### src/hdl/wns_pkg.sv
package wns_pkg;

  // Neighbourhood and number format
  localparam int unsigned MaxElements = 4096;
  localparam int unsigned FracBits    = 16;
  localparam int unsigned IdxW        = (MaxElements > 1) ? $clog2(MaxElements) : 1;

  // Field widths
  localparam int unsigned SampleW  = 16;
  localparam int unsigned StepW    = 17;
  localparam int unsigned DiffW    = 24;
  localparam int unsigned ExpW     = 3;
  localparam int unsigned SumW     = 64;
  localparam int unsigned RampW    = IdxW + StepW;
  localparam int unsigned WeightW  = RampW + 1;
  localparam int unsigned LinProdW = SampleW + 1 + WeightW;

  // Unity weight in Q.16
  localparam int unsigned OneQ16 = 65536;

  // Configuration port
  localparam int unsigned CfgIdxW  = 3;
  localparam int unsigned CfgDataW = 32;

  // Queue between front and back
  localparam int unsigned FifoDepth = 2;
  localparam int unsigned FifoAw    = (FifoDepth > 1) ? $clog2(FifoDepth) : 1;

  typedef enum logic [1:0] {
    MODE_NONE   = 2'd0,
    MODE_LINEAR = 2'd1,
    MODE_EXP    = 2'd2,
    MODE_RSVD   = 2'd3
  } mode_e;

  typedef enum logic [CfgIdxW-1:0] {
    CFG_CLAMP_EN   = 3'd0,
    CFG_CLAMP_MAX  = 3'd1,
    CFG_MODE       = 3'd2,
    CFG_RAMP_DIR   = 3'd3,
    CFG_RAMP_STEP  = 3'd4,
    CFG_DIFF_BASE  = 3'd5,
    CFG_DIFF_EXP   = 3'd6,
    CFG_SUPPRESS   = 3'd7
  } cfg_idx_e;

  // How the back end turns a sample into a term
  typedef enum logic [1:0] {
    KIND_PASS = 2'd0,
    KIND_ZERO = 2'd1,
    KIND_LIN  = 2'd2,
    KIND_EXP  = 2'd3
  } kind_e;

  typedef struct packed {
    logic               clamp_en;
    logic [SampleW-1:0] clamp_max;
    mode_e              mode;
    logic               ramp_dir;
    logic [StepW-1:0]   ramp_step;
    logic [DiffW-1:0]   diff_base;
    logic [ExpW-1:0]    diff_exp;
    logic               suppress;
  } cfg_t;

  typedef struct packed {
    kind_e                      kind;
    logic [SampleW-1:0]         sample;
    logic signed [WeightW-1:0]  weight;
    logic [DiffW-1:0]           diff;
    logic                       last;
  } job_t;

  typedef struct packed {
    logic full;
    logic empty;
  } fifo_status_t;

endpackage

### src/hdl/wns_front.sv
module wns_front (
  input  logic                  clk_i,
  input  logic                  rst_ni,
  input  wns_pkg::cfg_t         cfg_i,
  input  logic                  in_valid_i,
  output logic                  in_ready_o,
  input  logic [15:0]           sample_i,
  input  logic                  last_i,
  input  wns_pkg::fifo_status_t fifo_status_i,
  output logic                  push_o,
  output wns_pkg::job_t         job_o
);
  import wns_pkg::*;

  logic [IdxW-1:0]           idx_q, idx_d;
  logic [SampleW-1:0]        smp;
  logic [DiffW-1:0]          smp8;
  logic                      base_ge;
  logic [RampW-1:0]          ramp;
  logic signed [WeightW-1:0] ramp_s;

  assign in_ready_o = !fifo_status_i.full;
  assign push_o     = in_valid_i && !fifo_status_i.full;

  // Clamp, then classify the sample for the back end
  always_comb begin
    smp     = (cfg_i.clamp_en && (sample_i > cfg_i.clamp_max)) ? cfg_i.clamp_max : sample_i;
    smp8    = {smp, 8'h00};
    base_ge = cfg_i.diff_base >= smp8;
    ramp    = RampW'(idx_q) * RampW'(cfg_i.ramp_step);
    ramp_s  = $signed({1'b0, ramp});

    job_o.sample = smp;
    job_o.last   = last_i;
    job_o.diff   = base_ge ? (cfg_i.diff_base - smp8) : (smp8 - cfg_i.diff_base);
    job_o.weight = cfg_i.ramp_dir ? ramp_s : ($signed(WeightW'(OneQ16)) - ramp_s);

    unique case (cfg_i.mode)
      MODE_LINEAR: job_o.kind = KIND_LIN;
      MODE_EXP:    job_o.kind = (cfg_i.suppress && base_ge) ? KIND_ZERO : KIND_EXP;
      default:     job_o.kind = KIND_PASS;
    endcase
  end

  // Advance the element index, hold at the top, drop to zero after the last beat
  always_comb begin
    idx_d = idx_q;
    if (push_o) begin
      if (last_i) begin
        idx_d = '0;
      end else if (idx_q != IdxW'(MaxElements - 1)) begin
        idx_d = idx_q + 1'b1;
      end
    end
  end

  always_ff @(posedge clk_i or negedge rst_ni) begin
    if (!rst_ni) begin
      idx_q <= '0;
    end else begin
      idx_q <= idx_d;
    end
  end

endmodule

### config.mk
export PLATFORM = sky130hd
export DESIGN_NAME = wns_front
export DESIGN_NICKNAME = d
export VERILOG_FILES = /design/src/hdl/wns_pkg.sv /design/src/hdl/wns_front.sv
export SDC_FILE = /design/constraint.sdc
export NUM_CORES = 1
export LEC_CHECK = 0
export BUFFER_PORTS_ARGS = -buffer_cell sky130_fd_sc_hd__buf_4
export CORE_MARGIN = 2
export CORE_UTILIZATION = 40
export CTS_CLUSTER_DIAMETER = 120
export CTS_CLUSTER_SIZE = 25
export DETAILED_ROUTE_END_ITERATION = 8
export GPL_ROUTABILITY_DRIVEN = 0
export PLACE_DENSITY = 0.66
export SETUP_SLACK_MARGIN = 0.1
export SKIP_LAST_GASP = 1
export SYNTH_ARGS = -nofsm -noshare
export SYNTH_HDL_FRONTEND = slang
export SYNTH_SLANG_ARGS = --single-unit
### constraint.sdc
create_clock -name clk_i -period 9.55 [get_ports clk_i]
set_input_delay 1.91 -clock clk_i [delete_from_list [all_inputs] [get_ports clk_i]]
set_output_delay 1.91 -clock clk_i [all_outputs]
set_load 0.01 [all_outputs]
; ---- After elaboration in Yosys (flattened, before gate mapping)
; Cells that the tools add are included.
; Widths: inputs -> output; s select.
[op_classes]
addsub = 4
mul = 1
div = 0
order_cmp = 2
eq_ne = 3
shift = 0
n_mux = 7
n_bitwise = 0
n_reduce_logical = 6
[op_table]
columns = op, count
row1 = $sub 24x24->24, 2
row2 = $mux 30, 1
row3 = $sub 17x29->30 const A, 1
row4 = $mul 12x17->29, 1
row5 = $ge 24x24->1, 1
row6 = $mux 12, 2
row7 = $mux 24, 1
row8 = $gt 16x16->1, 1
row9 = $mux 16, 1
row10 = $add 12x1->12 const B, 1
row11 = $ne 12x12->1 const B, 1
row12 = $pmux 2 s2, 1
row13 = $logic_and 1x1->1, 3
row14 = $eq 2x1->1 const B, 1
row15 = $eq 2x2->1 const B, 1
row16 = $mux 2, 1
row17 = $reduce_and 2->1, 1
row18 = $reduce_bool 2->1, 1
row19 = $logic_not 1->1, 1
[totals]
register_bits = 12
latchBits = 0
mem_bits_rw = 0
romBits = 0
in_bits = 87
out_inout_bits = 75
mem_count = 0

; ---- Logic depth before layout (Yosys ltp)
[depth]
word_depth = 7
depth_mapped = 24
mapped_depth_nobuf = 22

; ---- Worst setup path before layout
; OpenSTA, ideal clock, no wires.
[synth_timing]
path_kind = input-to-output
startpoint = in cfg_i[33] (netlist bit)
endpoint = out job_o[53] (netlist bit)
arrival_ns = 7.432
t_required_ns = 7.640
setup_slack_ns = 0.208
path_stages = 20
path_cell_list = clkbuf_1 -> nand2_1 -> fa_1 -> fa_1 -> fa_1 -> inv_1 -> fa_1 -> inv_1 -> fa_1 -> inv_1 -> ha_1 -> a21oi_1 -> o311ai_2 -> a41oi_1 -> xnor2_1 -> a2111oi_4 -> nand3_2 -> a2111oi_4 -> a41oi_2 -> xnor2_1
[synth_lines]
columns = item, line_no
row1 = start: declaration, wns_front.sv:4  ; input wns_pkg::cfg_t cfg_i,
row2 = end: declaration, wns_front.sv:11  ; output wns_pkg::job_t job_o

==> flow_summary.ini <==
[run_status]
status = complete, no violations

[yosys]
synth_nets = 1640
synth_edf_count = 0
ys_types = 69
synth-seq-cells = 12
synth_largest_area_cell = fa_1
ys_seq_area_share_pct = 2.933
synth_commonest_cells = inv_1 (241), nand2_1 (177), fa_1 (151)
netlist_top_cells_area = fa_1 (30%), ha_1 (14%), inv_1 (8.8%)
yosys.area.top_type_share_pct = 29.53
synth_flop_cell = dfrtp_1
synth_area_um2 = 10240
yosysWarnings = 0
synthCells = 1284
synth.most_common_cell = inv_1
async_reset_ff_share_pct = 100.0
synth_area_per_cell_um2 = 7.973

[grt]
track_usage_pct = 19.87
grt_pass1_vias = 9528
grt_max_degree = 30
grt_pass1_wl_um = 44040
overflow = 0
antenna_found_initial = 0

[die]
floorplan.rows = 58
start_util_pct = 40.65
die_h_um = 164.0
die_w_um = 164.0
core-area_um2 = 25180
dieArea_um2 = 26890
num_io_pins = 162

[detailed_routing]
routedWlPerCell_um = 15.19
drc = 0
met3_length_um = 1030
dr_wl_met2_um = 14520
wirelength_um = 27020
top_layer = met4
vias = 9247
routed_via_density = 5.198
ant_nets = 0
drt-met1-wl_um = 10970
drt_first_pass_iters = 5
drtIter0Drc = 383

[cells_and_area]
fin_nets = 1806
fillers = 2401
top_register = idx_q
layout.cells.non_filler = 1779
largest_reg_flops = 12
drive_gt1_share_pct = 23.74
num_antenna_cells = 0
area_growth_pct = 24.84
largestRegisters = idx_q (12)

[timing]
timing.fmax_mhz = 107.9
fin_crit_sh_pct = 97.03
fin_skew_ns = 0.001258
maxSlewViolCount = 0
rsz0062_at_grt = true
holdWs_ns = 0.9275
finalSetupViolations = 0
maxSlewHeadroom_pct = 39.25
post-route-min-period_ns = 9.267
final_hold_viol_count = 0
worst_pin_slew_ns = 0.9113

[place]
port_buffers = 157
hpwlAfterDp_um = 21930
place_inst = 1762

[setup_path]
cpMostUsedCell = fa_1
slowest_stage = fa_1
cp-start-kind = input port
cp_max_fo = 12
cp.required_ns = 7.64
worst-path-buf-inv = 7
cpPeakStageDelay_ns = 0.54
arrival_ns = 7.36
endpoint_kind = output port
worstSetupPathType = input port to output port
crit_chain = buf_6 -> nand2_1 -> fa_1 -> fa_1 -> inv_1 -> fa_1 -> fa_1 -> inv_1 -> fa_1 -> inv_1 -> ha_4 -> buf_4 -> nand4_1 -> o2bb2ai_2 -> nor2_2 -> and2_1 -> a211o_4 -> a2111oi_4 -> buf_4 -> o21ai_4 -> o21bai_1 -> xnor2_1 -> buf_4
critPathTopFamily = adder cells

[cts]
clock_latency_ns = 0.24
cts_buffers = 3
clk_path_buf_depth = 2
hold_buffers = 0
cts_sinks = 12
path_clk_slew_ns = 0.04
tritoncts = built
htreeDepth = 1
root_buffer = clkbuf_16

[hold_path]
hold_class = flop to flop

[power]
ir_worst_vdd_mv = 0.1342
power.leakage_nw = 6.638
p_per_area_nw_per_um2 = 104.7

[flow_run]
cap_violations = 0
==> worst min-delay path: cells and delay by family, from the launching register on <==
| family | cells | cell delay [ns] |
|---|---|---|
| flops | 1 | 0.62 |
| compound gates | 2 | 0.26 |
==> path summary, 6_finish.rpt <==
path	start	end	slack, ns	cells past startpoint
setup / recovery	cfg_i[39]	job_o[50]	0.28	23
hold / removal	idx_q[11]$_DFFE_PN0P_	idx_q[11]$_DFFE_PN0P_	0.93	2
setup reg to reg	idx_q[5]$_DFFE_PN0P_	idx_q[10]$_DFFE_PN0P_	6.99	8
hold reg to reg	idx_q[11]$_DFFE_PN0P_	idx_q[11]$_DFFE_PN0P_	0.93	2
max in group asynchronous	rst_ni	idx_q[9]$_DFFE_PN0P_	7.90	1
min in group asynchronous	rst_ni	idx_q[0]$_DFFE_PN0P_	1.50	1
==> cell families (layout without fill, tap and decap cells) <==
kind of cell	count (synthesis)	after routing	share of synthesized area (%)
muxes	34	34	3.544
AOI/OAI and AO/OA	190	190	13.08
and+or+nand+nor	395	395	18.59
adders and majority gates	269	269	43.95
buffers and inverters	308	473	11.40
DFF	12	12	2.933
xor gates and xnor gates	76	76	6.502
==> layout by cell type (no fill, tap or decap), types with 22 or more instances in the layout <==
cell     count
a21o_1      24
a21oi_1     48
and2_1      68
buf_4      213
fa_1       144
ha_1       102
inv_1      236
nand2_1    170
nor2_1      50
o21ai_0     22
xnor2_1     39
xor2_1      32
==> power breakdown <==
part           switching, W  leakage (nW)  internal [W]
Combinational      0.000606          6.43      0.000569
Clock             0.0000229        0.0442     0.0000633
Sequential        0.0000233         0.165     0.0000538
==> area by class of cell <==
type | instances | area, µm² | share of cell area [%]
well taps | 330 | 412.9 | 3.231
inverters | 241 | 904.6 | 7.078
multi-input cells | 964 | 9280 | 72.62
repair buffers | 228 | 1793 | 14.03
flip-flops and latches | 12 | 300.3 | 2.350
clock buffers | 4 | 88.84 | 0.6951
==> stage by stage <==
| step | setup TNS [ns] | util (%) | total power, W | setup slack, ns | cell area (µm²) |
|---|---|---|---|---|---|
| 2_1_floorplan | 0 | - | 0.0007112 | 0.2079 | 10240 |
| 3_3_place_gp | 0 | 47.71 | 0.001130 | 0.02440 | 12010 |
| 3_5_place_dp | 0 | 47.71 | 0.001148 | 0.002222 | 12010 |
| 4_1_cts | 0 | 48.42 | 0.001254 | 0.09940 | 12190 |
| 5_1_grt | -0.02333 | 50.75 | 0.001468 | -0.02333 | 12780 |
| 6_report | 0 | 50.75 | 0.001338 | 0.2833 | 12780 |
==> layer usage <==
metal	vias to the layer above	global-route usage, %
met2	208	37.80
met5	-	0
li1	4419	-
met3	35	1.793
met1	4585	24.29
met4	0	4.107
==> repair_timing <==
item | CTS | global route
resized for setup | 11 | 99
setup buffers | 5 | 8
hold endpoints to repair | 0 | 0
setup endpoints to repair | 7 | 17
pin swaps | 11 | 73
Note: power is estimated with default switching activity, not from simulation.
