**src/hdl/wns_pkg.sv**
```systemverilog
package wns_pkg;

  // Neighbourhood and number format
  localparam int unsigned MaxElements = 4096;
  localparam int unsigned FracBits    = 16;
  localparam int unsigned IdxW        = (MaxElements > 1) ? $clog2(MaxElements) : 1;

  // Field widths
  localparam int unsigned SampleW  = 16;
  localparam int unsigned StepW    = 17;
  localparam int unsigned DiffW    = 24;
  localparam int unsigned ExpW     = 3;
  localparam int unsigned SumW     = 64;
  localparam int unsigned RampW    = IdxW + StepW;
  localparam int unsigned WeightW  = RampW + 1;
  localparam int unsigned LinProdW = SampleW + 1 + WeightW;

  // Unity weight in Q.16
  localparam int unsigned OneQ16 = 65536;

  // Configuration port
  localparam int unsigned CfgIdxW  = 3;
  localparam int unsigned CfgDataW = 32;

  // Queue between front and back
  localparam int unsigned FifoDepth = 2;
  localparam int unsigned FifoAw    = (FifoDepth > 1) ? $clog2(FifoDepth) : 1;

  typedef enum logic [1:0] {
    MODE_NONE   = 2'd0,
    MODE_LINEAR = 2'd1,
    MODE_EXP    = 2'd2,
    MODE_RSVD   = 2'd3
  } mode_e;

  typedef enum logic [CfgIdxW-1:0] {
    CFG_CLAMP_EN   = 3'd0,
    CFG_CLAMP_MAX  = 3'd1,
    CFG_MODE       = 3'd2,
    CFG_RAMP_DIR   = 3'd3,
    CFG_RAMP_STEP  = 3'd4,
    CFG_DIFF_BASE  = 3'd5,
    CFG_DIFF_EXP   = 3'd6,
    CFG_SUPPRESS   = 3'd7
  } cfg_idx_e;

  // How the back end turns a sample into a term
  typedef enum logic [1:0] {
    KIND_PASS = 2'd0,
    KIND_ZERO = 2'd1,
    KIND_LIN  = 2'd2,
    KIND_EXP  = 2'd3
  } kind_e;

  typedef struct packed {
    logic               clamp_en;
    logic [SampleW-1:0] clamp_max;
    mode_e              mode;
    logic               ramp_dir;
    logic [StepW-1:0]   ramp_step;
    logic [DiffW-1:0]   diff_base;
    logic [ExpW-1:0]    diff_exp;
    logic               suppress;
  } cfg_t;

  typedef struct packed {
    kind_e                      kind;
    logic [SampleW-1:0]         sample;
    logic signed [WeightW-1:0]  weight;
    logic [DiffW-1:0]           diff;
    logic                       last;
  } job_t;

  typedef struct packed {
    logic full;
    logic empty;
  } fifo_status_t;

endpackage

```
**src/hdl/wns_fifo.sv**
```systemverilog
module wns_fifo (
  input  logic                  clk_i,
  input  logic                  rst_ni,
  input  logic                  push_i,
  input  wns_pkg::job_t         job_i,
  input  logic                  pop_i,
  output wns_pkg::job_t         head_o,
  output wns_pkg::fifo_status_t status_o
);
  import wns_pkg::*;

  job_t              mem_q [FifoDepth];
  logic [FifoAw-1:0] wr_ptr_q, rd_ptr_q;
  logic [FifoAw:0]   cnt_q;

  assign head_o         = mem_q[rd_ptr_q];
  assign status_o.full  = cnt_q == (FifoAw + 1)'(FifoDepth);
  assign status_o.empty = cnt_q == '0;

  // Store entries
  always_ff @(posedge clk_i) begin
    if (push_i) begin
      mem_q[wr_ptr_q] <= job_i;
    end
  end

  // Advance pointers and the fill count
  always_ff @(posedge clk_i or negedge rst_ni) begin
    if (!rst_ni) begin
      wr_ptr_q <= '0;
      rd_ptr_q <= '0;
      cnt_q    <= '0;
    end else begin
      if (push_i) begin
        wr_ptr_q <= wr_ptr_q + 1'b1;
      end
      if (pop_i) begin
        rd_ptr_q <= rd_ptr_q + 1'b1;
      end
      if (push_i && !pop_i) begin
        cnt_q <= cnt_q + 1'b1;
      end else if (pop_i && !push_i) begin
        cnt_q <= cnt_q - 1'b1;
      end
    end
  end

endmodule

```
**config.mk**
```make
export PLATFORM = sky130hd
export DESIGN_NAME = wns_fifo
export DESIGN_NICKNAME = d
export VERILOG_FILES = /design/src/hdl/wns_pkg.sv /design/src/hdl/wns_fifo.sv
export SDC_FILE = /design/constraint.sdc
export NUM_CORES = 1
export LEC_CHECK = 0
export ABC_AREA = 1
export BUFFER_PORTS_ARGS = -buffer_cell sky130_fd_sc_hd__clkbuf_2
export CORE_AREA = 2 2 129 93
export DETAILED_ROUTE_END_ITERATION = 7
export DIE_AREA = 0 0 131 95
export PLACE_DENSITY = 0.78
export SYNTH_ARGS = -nofsm -noshare
export SYNTH_HDL_FRONTEND = slang
export SYNTH_SLANG_ARGS = --single-unit
export TNS_END_PERCENT = 5
```
**constraint.sdc**
```tcl
create_clock -name clk_i -period 4.5 [get_ports clk_i]
set_input_delay 0.9 -clock clk_i [delete_from_list [all_inputs] [get_ports clk_i]]
set_output_delay 0.9 -clock clk_i [all_outputs]
set_load 0.03 [all_outputs]
```
---- Word level (Yosys, flattened, before mapping) ----
Memory sizes are Yosys's and may differ from the RTL's.
Index checks and enable logic that the tools add are counted.
storage, ports and cells
  RAM bits ................................ 146
  bits of input ports ..................... 77
  output and inout bits ................... 75
  memories ................................ 1
  word-level logic and storage cells ...... 19
  register bits after elaboration ......... 4
memories
  name   words  width  rd ports  clocked after Yosys merged registers in  wr ports  line            RTL
  mem_q  2      73     1         0                                        1         wns_fifo.sv:12  job_t mem_q [FifoDepth];
operators by class
  equal/unequal tests ..................... 1
  $add $sub $neg .......................... 4
  muxes and demuxes ....................... 4
  reductions and logical operators ........ 6
operator list
  cell                                               count
  two-way mux 2 bit                                  2
  adder 1 bit (second input constant)                2
  adder 2 x 1 -> 2 bit (second input constant)       1
  == test 2 bit (second input constant)              1
  logical AND 1 bit                                  2
  logical NOT 1 bit                                  2
  logical NOT 2 bit                                  1
  two-way mux 1 bit                                  2
  nonzero test 2 bit                                 1
  subtractor 2 x 1 -> 2 bit (second input constant)  1

---- Logic depth before layout (Yosys ltp) ----
Gate-level depths: netlist of run 1.
  word-level depth ........................ 4
  gate-level depth with buffers ........... 7
  depth with buffers taken out ............ 7

---- Least setup slack after synthesis of run 1 ----
Ideal clock, no wire load.
  path type ............................... input to register
  start ................................... input push_i
  end ..................................... memory mem_q[0][0] in the netlist's numbering (enable)
  path slack .............................. -6 ps
  setup time .............................. 506 ps
  stages .................................. 2
  required time ........................... 3994 ps
  data arrival time ....................... 4000 ps
  buffers on the path ..................... 0
  cells stage by stage .................... inv_1 -> nor2_1
on the way
  longest elaborated chain between the ends .. 2
ends and longest elaborated chain
  element                                  line            RTL
  start, declared                          wns_fifo.sv:4   input logic push_i,
  two-way mux 1 bit                        wns_fifo.sv:22  if (push_i) begin
  two-way mux 1 bit (not written as such)  wns_fifo.sv:23  mem_q[wr_ptr_q] <= job_i;
  end, declared                            wns_fifo.sv:12
Every way passes these cells.

==> implementation parameters, run 1 <==
Parameter                              Value

Place
  Routability congestion estimate ... 0.7481
  Pre-CTS setup slack ... 1.648 ns
  Buffers on Ports ... 151
  Placed wire-length estimate after detailed placement ... 6.737 mm

Timing
  Setup slack of the critical path after layout ... 1.230 ns
  Final critical delay including setup and external delays ... 3.270 ns
  Clk_skew ... 0.006343 ns
  Setup repair after global routing missed its margin ... no
  Final Hold Violating Endpoints ... 0
  Count of final setup violators ... 0
  Max_slew headroom ... 0.3677
  Max Freq ... 305.8 MHz
  Share of the clock period used by the worst path after layout ... 0.7266
  Accumulated negative setup slack ... 0 ns
  Pins over their slew limit ... 0
  Worst hold slack ... 0.2903 ns
  Slew at the pin closest to its max-slew limit ... 0.9471 ns

Synthesis
  Average footprint of a synthesized cell ... 22.71 sq um
  Post-Synthesis Cells ... 252
  Synthesis warning total ... 0
  Post-Syn Area ... 5722 sq um
  Count of distinct cell types in the synthesized netlist ... 14
  Sequential element share of the synthesized area ... 0.7837
  Number of nets in the synthesized netlist ... 330
  Number of synthesized register bits ... 150

Cells and area
  Commonest non-fill, non-tap cell in the layout ... clkbuf_2
  Fraction of final layout cells sized beyond drive strength 1 ... 0.6014
  Commonest cells after routing, fill and taps aside ... clkbuf_2, edfxtp_1, mux2_4, clkbuf_16, mux2_2
  Growth of design area from synthesis to finish ... 25.30%
  Sequential cell area ... 4488 sq um
  Area of combinational cells with multiple inputs ... 1135 sq um
  Count of fill cells added during filler insertion ... 833
  Diode insertion count for antenna repair ... 0
  Post-layout nets ... 499

Clocking
  Skew-Pair Late Insertion Delay ... 0.40 ns
  Clock buffers created by TritonCTS ... 17
  Post-cts hold buffer count ... 0
  CTS clk-pin slew, worst paths ... 0.06 ns
  CTS root buffer ... clkbuf_16
  Post-cts repair resize count ... 0
  Maximum count of clock buffers along a single path ... 2
  TritonCTS clock tree ... done
  Level count of the clock H-tree ... 4
  Post-CTS Repair Setup Buffers ... 0
  Clock Sink Count ... 150

Status
  Result of the run ... finished clean

Global routing
  Via count of the first global-routing pass ... 3033
  First-pass GRT wire length ... 15.08 mm
  Pin count of the biggest net entering global routing ... 49
  Final global-route overflow total ... 0
  Number of antenna violations at the first check in global routing ... 0
  Total global-route track usage ... 0.1680

Die
  Die outline width ... 131 um
  Initial Util ... 0.5039
  Chip Height ... 95 um
  Count of boundary I/O pins ... 152
  # rows ... 33
  Standard cell core area ... 11350 sq um
  Die area ... 12450 sq um

Detailed routing
  Number of remaining DRC errors ... 0
  Starting DRC count in detailed routing ... 192
  Pre-Repair DR Iteration Count ... 4
  Total wire length ... 10.01 mm
  Vias ... 2868
  Via-per-instance ratio ... 4.853
  Routed wirelength normalized by instance count ... 16.94 um
  Number of routed nets with antenna violations ... 0

Worst setup path
  CP required ... 3.60 ns
  Highest fanout seen on the critical path ... 48
  Worst Setup Start Kind ... register
  Crit path arrival time ... 2.37 ns
  CP Class ... reg -> out
  Crit end category ... output pin

Power and ir drop
  Leakage ... 2.942 nW
  Power per unit of standard cell area ... 696.2 nW/um^2
  Largest vdd supply drop ... 372.7 uV

Worst hold path
  Hold Crit Class ... in -> async

Run
  Max-cap check violation count ... 0
## per-layer routing
metal / up-vias / GRT usage / share of wire
met5: - / 0 / 0
met4: 0 / 0.07713 / 0.0091
met3: 6 / 0.06402 / 0.086
met2: 123 / 0.2737 / 0.48
met1: 1416 / 0.1992 / 0.43
li1: 1323 / - / -
## final timing paths
kind	startpoint	endpoint	slack, ns	cells after the start
setup / recovery	rd_ptr_q$_DFFE_PN0P_	head_o[57]	1.23	3
hold / removal	rst_ni	rd_ptr_q$_DFFE_PN0P_	0.29	1
setup reg to reg	wr_ptr_q$_DFFE_PN0P_	mem_q[1][23]$_DFFE_PP_	2.47	3
hold reg to reg	cnt_q[1]$_DFFE_PN0P_	cnt_q[1]$_DFFE_PN0P_	0.54	2
max in group asynchronous	rst_ni	rd_ptr_q$_DFFE_PN0P_	4.07	1
min in group clk_i	cnt_q[1]$_DFFE_PN0P_	cnt_q[1]$_DFFE_PN0P_	0.54	2
## cells by family (layout without fill, tap and decap cells)
group	Yosys count	count (layout)	share of synthesized area
XOR/XNOR	3	3	0.004593
adder cells (fa/ha/maj)	1	1	0.002186
buffers and inverters	15	197	0.01924
flip-flops	150	150	0.7837
multiplexers	73	73	0.1830
AND/OR/NAND/NOR	10	10	0.007216
## metrics by stage
step / cell area, sq um / total power [mW] / std cells / util
5_1_grt: 7169 / 5.209 / 591 / 0.6314
3_3_place_gp: 6654 / 3.777 / 559 / 0.5860
2_1_floorplan: 5724 / 3.401 / 252 / -
6_report: 7169 / 4.991 / 591 / 0.6314
4_1_cts: 7169 / 5.040 / 591 / 0.6314
3_5_place_dp: 6654 / 3.812 / 559 / 0.5860
## sequential cells by signal (all words and copies together) (netlist names)
signal	flops
rd_ptr_q	1
mem_q	146
cnt_q	2
wr_ptr_q	1
## critical path, stage by stage, from the launching register on
cell and delay, ns:
dfrtp_4 0.99, buf_4 0.41, mux2_2 0.36, clkbuf_2 0.18
## synthesized netlist by cell type, drive strengths merged
library cell | n | area share
nor2 | 3 | 0.0020
inv | 7 | 0.0046
edfxtp | 146 | 0.77
nand2 | 5 | 0.0033
buf | 8 | 0.015
nand3 | 1 | 0.00087
xnor2 | 1 | 0.0015
nand4 | 1 | 0.0011
ha | 1 | 0.0022
mux2 | 73 | 0.18
dfrtp | 4 | 0.017
xor2 | 2 | 0.0031
## power by group
group	total (mW)	switching (mW)	internal (mW)
combinational	1.72	1.03	0.691
sequential	2.04	0.186	1.86
clock	1.22	0.526	0.699
## area by class of cell
| type | count | share of cell area |
|---|---|---|
| Tap cell | 157 | 0.02740 |
| Multi-Input combinational cell | 87 | 0.1583 |
| Sequential cell | 150 | 0.6260 |
| Inverter | 7 | 0.003665 |
| Clock inverter | 13 | 0.01152 |
| Timing Repair Buffer | 158 | 0.1127 |
| Clock buffer | 19 | 0.06038 |
Power figures use the tool's default switching activity.
==> inputs of run 2 (changes only) <==
==> constraint.sdc (replaced) <==
create_clock -name clk_i -period 3.3 [get_ports clk_i]
set_input_delay 0.66 -clock clk_i [delete_from_list [all_inputs] [get_ports clk_i]]
set_output_delay 0.66 -clock clk_i [all_outputs]
set_load 0.03 [all_outputs]
==> run 2 against run 1 <==
  * Core utilization increased by 0.97 points
  * First-iteration DRC count decreased by 26%
  * Via count fell by 0.66%
  * Critical path type unchanged
  * Critical endpoint is now head_o[45]
==> implementation parameters, run 2 (synthesis gave the netlist of run 1 again) <==
Parameter                              Value

Status
  Result of the run ... finished clean

Timing
  Setup repair after global routing missed its margin ... no
  Slew at the pin closest to its max-slew limit ... 0.5923 ns (-0.3549 ns)
  Pins over their slew limit ... 0 (unchanged)
  Setup slack of the critical path after layout ... 0.5414 ns (-0.6888 ns)
  Accumulated negative setup slack ... 0 ns (unchanged)
  Final Hold Violating Endpoints ... 0 (unchanged)
  Share of the clock period used by the worst path after layout ... 0.8359
  Max Freq ... 362.5 MHz
  Max_slew headroom ... 0.6052 (+0.2375)
  Clk_skew ... 0.007497 ns (+0.001154 ns)
  Count of final setup violators ... 0 (unchanged)
  Final critical delay including setup and external delays ... 2.759 ns
  Worst hold slack ... 0.05650 ns (-0.2338 ns)

Cells and area
  Post-route core utilization ... 0.6411 (+0.009697)
  Diode insertion count for antenna repair ... 0 (unchanged)
  Biggest regs ... mem_q: 146 flops, cnt_q: 2 flops
  Commonest non-fill, non-tap cell in the layout ... clkbuf_2
  Fraction of final layout cells sized beyond drive strength 1 ... 0.6037 (+0.002304)
  Most flop-heavy register ... mem_q
  Area of combinational cells with multiple inputs ... 1135 sq um (unchanged)
  Largest register FFs ... 146 (unchanged)
  Growth of design area from synthesis to finish ... 27.22%
  Final cell count without fillers ... 591 (unchanged)
  Sequential cell area ... 4488 sq um (unchanged)
  Count of fill cells added during filler insertion ... 817 (-1.9%)
  Commonest cells after routing, fill and taps aside ... clkbuf_2, edfxtp_1, mux2_4, clkbuf_16, mux2_2
  Post-layout nets ... 499 (unchanged)

Place
  Placed wire-length estimate after detailed placement ... 6.409 mm (-4.9%)
  Number of placed cells counting well taps ... 559 (unchanged)
  Routability congestion estimate ... 0.7505 (+0.32%)
  Buffers on Ports ... 151 (unchanged)
  Pre-CTS setup slack ... 0.9452 ns (-0.7028 ns)

Clocking
  Level count of the clock H-tree ... 4 (unchanged)
  Post-cts hold buffer count ... 0 (unchanged)
  Maximum count of clock buffers along a single path ... 2 (unchanged)
  Clock Sink Count ... 150 (unchanged)
  Post-CTS Repair Setup Buffers ... 0 (unchanged)
  TritonCTS clock tree ... done
  CTS root buffer ... clkbuf_16
  CTS clk-pin slew, worst paths ... 0.06 ns (about the same)
  Skew-Pair Late Insertion Delay ... 0.41 ns (about the same)
  Clock buffers created by TritonCTS ... 17 (unchanged)
  Post-cts repair resize count ... 0 (unchanged)

Die
  Standard cell core area ... 11350 sq um (unchanged)
  Die area ... 12450 sq um (unchanged)
  Count of boundary I/O pins ... 152 (unchanged)
  Initial Util ... 0.5039 (unchanged)
  # rows ... 33 (unchanged)
  Chip Height ... 95 um (unchanged)
  Die outline width ... 131 um (unchanged)

Power and ir drop
  Internal cell power ... 4.750 mW (+46%)
  Reported net switching power ... 2.374 mW (+36%)
  Power per unit of standard cell area ... 978.7 nW/um^2 (+41%)
  Combinational share of power ... 0.338 (-0.007)
  Largest vdd supply drop ... 589.1 uV (+58%)
  Clock network fraction of design power ... 0.278 (+0.033)
  Leakage ... 3.000 nW (+2.0%)
  Proportion of total power due to net switching ... 0.3333 (-0.01629)
  Part of the total power dissipated in sequential elements ... 0.384 (-0.025)

Worst setup path
  Critical-path cell list ... buf_12, mux2_2, clkbuf_2
  Crit path arrival time ... 2.10 ns (-0.27 ns)
  Crit end category ... output pin
  Crit path launch ... rd_ptr_q$_DFFE_PN0P_
  Critical Path Max Stage Delay ... 0.80 ns (-0.19 ns)
  Count of cells along the worst register-to-register path ... 3 (unchanged)
  Buf+Inv Stages, Crit Path ... 2 (unchanged)
  Startpoint of the worst register-to-register path ... wr_ptr_q$_DFFE_PN0P_
  CP Class ... reg -> out
  CP required ... 2.64 ns (-0.96 ns)
  Flop-to-flop setup slack ... 1.88 ns (-0.59 ns)
  Cell at the slowest stage of the critical path ... dfrtp_4
  End point of the critical path ... head_o[45]
  Number of gates on the worst path with buffers counted ... 3 (unchanged)
  Dominant delay contributor by cell family on the critical path ... flip-flops
  Worst Setup Start Kind ... register
  Highest fanout seen on the critical path ... 30 (-38%)
  RR Endpoint ... mem_q[1][2]$_DFFE_PP_

Detailed routing
  Number of routed nets with antenna violations ... 0 (unchanged)
  Vias ... 2849 (-0.66%)
  Via-per-instance ratio ... 4.821 (-0.66%)
  Total wire length ... 9.907 mm (-1.0%)
  Pre-Repair DR Iteration Count ... 4 (unchanged)
  Starting DRC count in detailed routing ... 142 (-26%)
  Routed wirelength normalized by instance count ... 16.76 um (-1.0%)
  Number of remaining DRC errors ... 0 (unchanged)

Global routing
  Pin count of the biggest net entering global routing ... 43 (-12%)
  Number of antenna violations at the first check in global routing ... 0 (unchanged)
  First-pass GRT wire length ... 14.60 mm (-3.2%)
  Via count of the first global-routing pass ... 2927 (-3.5%)
  Total global-route track usage ... 0.1625 (-0.005521)
  Final global-route overflow total ... 0 (unchanged)

Run
  Max-cap check violation count ... 0 (unchanged)

Worst hold path
  Hold Crit Class ... in -> async
-- run 2: changes by cell type in the layout (fill, tap and decap cells not counted), sizes merged --
cell and delta:
bufinv +4, inv -1, clkinvlp -3
-- run 2: per-stage QoR --
stage / instance area (sq um) / power (mW)
after global placement: 6666 / 5.164
after floorplan: 5724 / 4.638
after CTS: 7279 / 7.204
after detailed placement: 6666 / 5.212
final: 7279 / 7.124
after global routing: 7279 / 7.415
-- run 2: how the worst min path moves through the flow --
stage	startpoint	endpoint	slack [ns]	cells past startpoint
floorplan	rst_ni	cnt_q[0]$_DFFE_PN0P_	0.36	0
global placement	rst_ni	cnt_q[1]$_DFFE_PN0P_	0.47	1
detailed placement	rst_ni	cnt_q[1]$_DFFE_PN0P_	0.48	1
CTS	rst_ni	cnt_q[1]$_DFFE_PN0P_	0.04	1
global route	rst_ni	cnt_q[1]$_DFFE_PN0P_	0.04	1
finish	rst_ni	cnt_q[1]$_DFFE_PN0P_	0.06	1
-- run 2: area by class of cell --
type,instances,share of cell area
clock inverter,13,0.02475
timing repair buffer,158,0.1128
tap,157,0.02699
sequential,150,0.6165
multi-input combinational,87,0.1559
inverter,7,0.003609
clock buffer,19,0.05947
-- run 2: power by group through the flow --
stage	logic (mW)	clock network (mW)	registers (mW)
2_1_floorplan	1.98	0	2.66
3_3_place_gp	2.40	0	2.76
3_5_place_dp	2.43	0	2.78
4_1_cts	2.44	2.02	2.75
5_1_grt	2.56	2.09	2.77
6_report	2.41	1.98	2.74
-- run 2: layer usage --
metal / vias to the layer above / GRT usage / part of all wire / wire, um
met4: 0 / 0.06117 / 0.0086 / 85
met5: - / 0 / 0 / 0
met1: 1401 / 0.1993 / 0.43 / 4293
met3: 9 / 0.06969 / 0.084 / 833
li1: 1331 / - / - / -
met2: 108 / 0.2578 / 0.47 / 4694
-- run 2: worst register-to-register path, cell delays in order (launching register included) --
cell and delay, ns:
dfrtp_1 0.42, nand2_1 0.09, inv_2 0.06, buf_4 0.47
==> inputs of run 3 (changes only) <==
--- a/config.mk
+++ b/config.mk
@@ -5,7 +5,7 @@
 export SDC_FILE = /design/constraint.sdc
 export NUM_CORES = 1
 export LEC_CHECK = 0
-export ABC_AREA = 1
+export ABC_AREA = 0
 export BUFFER_PORTS_ARGS = -buffer_cell sky130_fd_sc_hd__clkbuf_2
 export CORE_AREA = 2 2 129 93
 export DETAILED_ROUTE_END_ITERATION = 7
==> constraint.sdc (replaced) <==
create_clock -name clk_i -period 2.8 [get_ports clk_i]
set_input_delay 0.56 -clock clk_i [delete_from_list [all_inputs] [get_ports clk_i]]
set_output_delay 0.56 -clock clk_i [all_outputs]
set_load 0.03 [all_outputs]
==> run 3 against run 2 <==
  * Clock power is 12% higher
  * Total power is 16% higher
  * Sequential share of layout area is 0.14 points higher
  * Die area stayed put
  * Largest cell class unchanged
==> implementation parameters, run 3 <==
Parameter                              Value

Detailed routing
  Highest routing layer actually used ... met4
  Routed wirelength normalized by instance count ... 16.66 um (-0.61%)
  Total wire length ... 9.663 mm (-2.5%)
  Post-Route M1 WL ... 4.032 mm (-6.1%)
  Pre-Repair DR Iteration Count ... 5 (+1)
  Met3 WL post-DR ... 1.018 mm (+22%)
  Vias ... 2791 (-2.0%)
  Via-per-instance ratio ... 4.812 (-0.18%)
  Starting DRC count in detailed routing ... 215 (+51%)
  Number of routed nets with antenna violations ... 0 (unchanged)
  Total length of routed met2 wires ... 4.540 mm (-3.3%)
  Number of remaining DRC errors ... 0 (unchanged)

Cells and area
  Fin area ... 7263 sq um (-0.22%)
  Commonest cells after routing, fill and taps aside ... clkbuf_2, edfxtp_1, mux2_4, clkbuf_16, mux2_2
  Final cell count without fillers ... 580 (-1.9%)
  Post-route core utilization ... 0.6397 (-0.001433)
  Largest register FFs ... 146 (unchanged)
  Post-layout nets ... 488 (-2.2%)
  Biggest regs ... mem_q: 146 flops, cnt_q: 2 flops
  Count of fill cells added during filler insertion ... 807 (-1.2%)
  Growth of design area from synthesis to finish ... 27.39%
  Commonest non-fill, non-tap cell in the layout ... clkbuf_2
  Fraction of final layout cells sized beyond drive strength 1 ... 0.6194 (+0.01570)
  Most flop-heavy register ... mem_q
  Diode insertion count for antenna repair ... 0 (unchanged)

Synthesis
  Share of synthesized flip-flops with an asynchronous set or reset ... 0.02667 (unchanged)
  Count of flip-flops with a built-in enable after synthesis ... 146 (unchanged)
  Commonest cells in the synthesized netlist ... edfxtp_1, mux2_4, mux2_2
  Area share of the largest cell type after synthesis ... 0.7689 (+0.002690)
  Sequential element share of the synthesized area ... 0.7865 (+0.002752)
  Cell type with the largest total area after synthesis ... edfxtp_1
  Average footprint of a synthesized cell ... 23.46 sq um (+3.3%)
  Count of distinct cell types in the synthesized netlist ... 13 (-1)
  Number of nets in the synthesized netlist ... 321 (-2.7%)
  Biggest area contributors in the synthesized netlist ... edfxtp_1, mux2_4, mux2_2
  Main flop type after synthesis ... edfxtp_1
  Synthesis warning total ... 0 (unchanged)
  Post-Syn Area ... 5702 sq um (-0.35%)
  Post-Synthesis Cells ... 243 (-3.6%)
  Number of synthesized register bits ... 150 (unchanged)
  Most numerous cell in the Yosys netlist ... edfxtp_1

Timing
  Max Freq ... 399.0 MHz
  Clk_skew ... 0.008928 ns (+0.001431 ns)
  Pins over their slew limit ... 0 (unchanged)
  Final Hold Violating Endpoints ... 0 (unchanged)
  Final critical delay including setup and external delays ... 2.506 ns
  Setup repair after global routing missed its margin ... no
  Max_slew headroom ... 0.6986 (+0.09345)
  Slew at the pin closest to its max-slew limit ... 0.4521 ns (-0.1402 ns)
  Count of final setup violators ... 0 (unchanged)
  Accumulated negative setup slack ... 0 ns (unchanged)
  Share of the clock period used by the worst path after layout ... 0.8950

Global routing
  Via count of the first global-routing pass ... 2931 (+0.14%)
  First-pass GRT wire length ... 14.43 mm (-1.1%)
  Number of antenna violations at the first check in global routing ... 0 (unchanged)
  Pin count of the biggest net entering global routing ... 74 (+72%)
  Final global-route overflow total ... 0 (unchanged)
  Total global-route track usage ... 0.1606 (-0.001881)

Worst setup path
  Count of cells along the worst register-to-register path ... 2 (-1)
  Highest fanout seen on the critical path ... 26 (-13%)
  Flop-to-flop setup slack ... 1.25 ns (-0.63 ns)
  Crit path arrival time ... 1.95 ns (-0.15 ns)
  CP required ... 2.24 ns (-0.40 ns)
  Worst Setup Start Kind ... register
  CP Class ... reg -> out
  Crit end category ... output pin

Clocking
  TritonCTS clock tree ... done
  Clock buffers created by TritonCTS ... 17 (unchanged)
  Post-cts repair resize count ... 0 (unchanged)
  Skew-Pair Late Insertion Delay ... 0.40 ns (about the same)
  Clock Sink Count ... 150 (unchanged)
  CTS clk-pin slew, worst paths ... 0.06 ns (about the same)
  CTS root buffer ... clkbuf_16
  Level count of the clock H-tree ... 4 (unchanged)
  Maximum count of clock buffers along a single path ... 2 (unchanged)

Die
  Chip Height ... 95 um (unchanged)
  # rows ... 33 (unchanged)
  Initial Util ... 0.5021 (-0.001763)
  Die outline width ... 131 um (unchanged)
  Standard cell core area ... 11350 sq um (unchanged)
  Count of boundary I/O pins ... 152 (unchanged)
  Die area ... 12450 sq um (unchanged)

Power and ir drop
  Part of the total power dissipated in sequential elements ... 0.384 (about the same)
  Internal cell power ... 5.527 mW (+16%)
  Clock network fraction of design power ... 0.268 (-0.010)
  Leakage ... 2.965 nW (-1.2%)
  Largest vdd supply drop ... 614.2 uV (+4.3%)
  Proportion of total power due to net switching ... 0.3336 (+0.0003767)
  Combinational share of power ... 0.348 (+0.010)
  Reported net switching power ... 2.767 mW (+17%)
  Power per unit of standard cell area ... 1142 nW/um^2 (+17%)

Place
  DP Area ... 6664 sq um (about the same)
  Number of placed cells counting well taps ... 547 (-2.1%)
  Placed wire-length estimate after detailed placement ... 6.236 mm (-2.7%)
  Buffers on Ports ... 151 (unchanged)
  Routability congestion estimate ... 0.7138 (-4.9%)

Status
  Result of the run ... finished clean

Worst hold path
  Min-Delay Path Depth ... 1
  Hold Crit Class ... in -> reg

Run
  Max-cap check violation count ... 0 (unchanged)
## run 3: layer usage
metal  vias to the layer above  global-route usage
met4                         0             0.05851
li1                       1297                   -
met2                       128              0.2582
met3                         5             0.07479
met1                      1361              0.1908
met5                         -                   0
## run 3: kinds of logic after synthesis
logic type	Yosys count	synth area share
adder cells (fa/ha/maj)	1	0.002194
multiplexers	73	0.1837
flip-flops	150	0.7865
buffers and inverters	9	0.01536
XOR/XNOR	5	0.007680
AND/OR/NAND/NOR	5	0.004609
## run 3: cell type report
cell class	count	area (sq um)	area share
timing repair buffer	156	845.8	0.1165
multi-input combinational	84	1140	0.1569
sequential	150	4488	0.6179
clock buffer	18	429.2	0.05909
tap	157	196.4	0.02705
inverter	1	3.754	0.0005168
clock inverter	14	160.2	0.02205
## run 3: repair_timing
action | in CTS | in global routing
endpoints found under the hold margin | 4 | 0
hold buffers | 1 | 0
buffers inserted | 0 | 0
## run 3: path summary, 6_finish.rpt
path | start | endpoint
setup / recovery | rd_ptr_q$_DFFE_PN0P_ | head_o[57]
hold / removal | job_i[60] | mem_q[0][60]$_DFFE_PP_
setup reg to reg | wr_ptr_q$_DFFE_PN0P_ | mem_q[1][66]$_DFFE_PP_
hold reg to reg | cnt_q[1]$_DFFE_PN0P_ | cnt_q[1]$_DFFE_PN0P_
max in group asynchronous | rst_ni | rd_ptr_q$_DFFE_PN0P_
min in group asynchronous | rst_ni | wr_ptr_q$_DFFE_PN0P_
## run 3: power by group through the flow
stage	Sequential (mW)	Combinational, mW	Clock, mW
2_1_floorplan	3.13	2.33	0
3_5_place_dp	3.24	2.92	0
4_1_cts	3.20	2.93	2.28
5_1_grt	3.24	3.06	2.36
6_report	3.19	2.88	2.22
3_3_place_gp	3.21	2.89	0
## run 3: worst max-delay path, stage by stage (launching register included)
cell	delay [ns]
dfrtp_4	0.69
buf_12	0.28
mux2_2	0.36
clkbuf_2	0.18
## run 3: stage by stage
stage               power, mW  worst slack, ns  hold slack, ns
finish                  8.295           0.2940          0.3448
global route            8.659           0.1890          0.3187
CTS                     8.402           0.2624          0.3260
detailed placement      6.156           0.7043          0.3741
global placement        6.106           0.7043          0.3695
floorplan               5.460          0.09915          0.2644
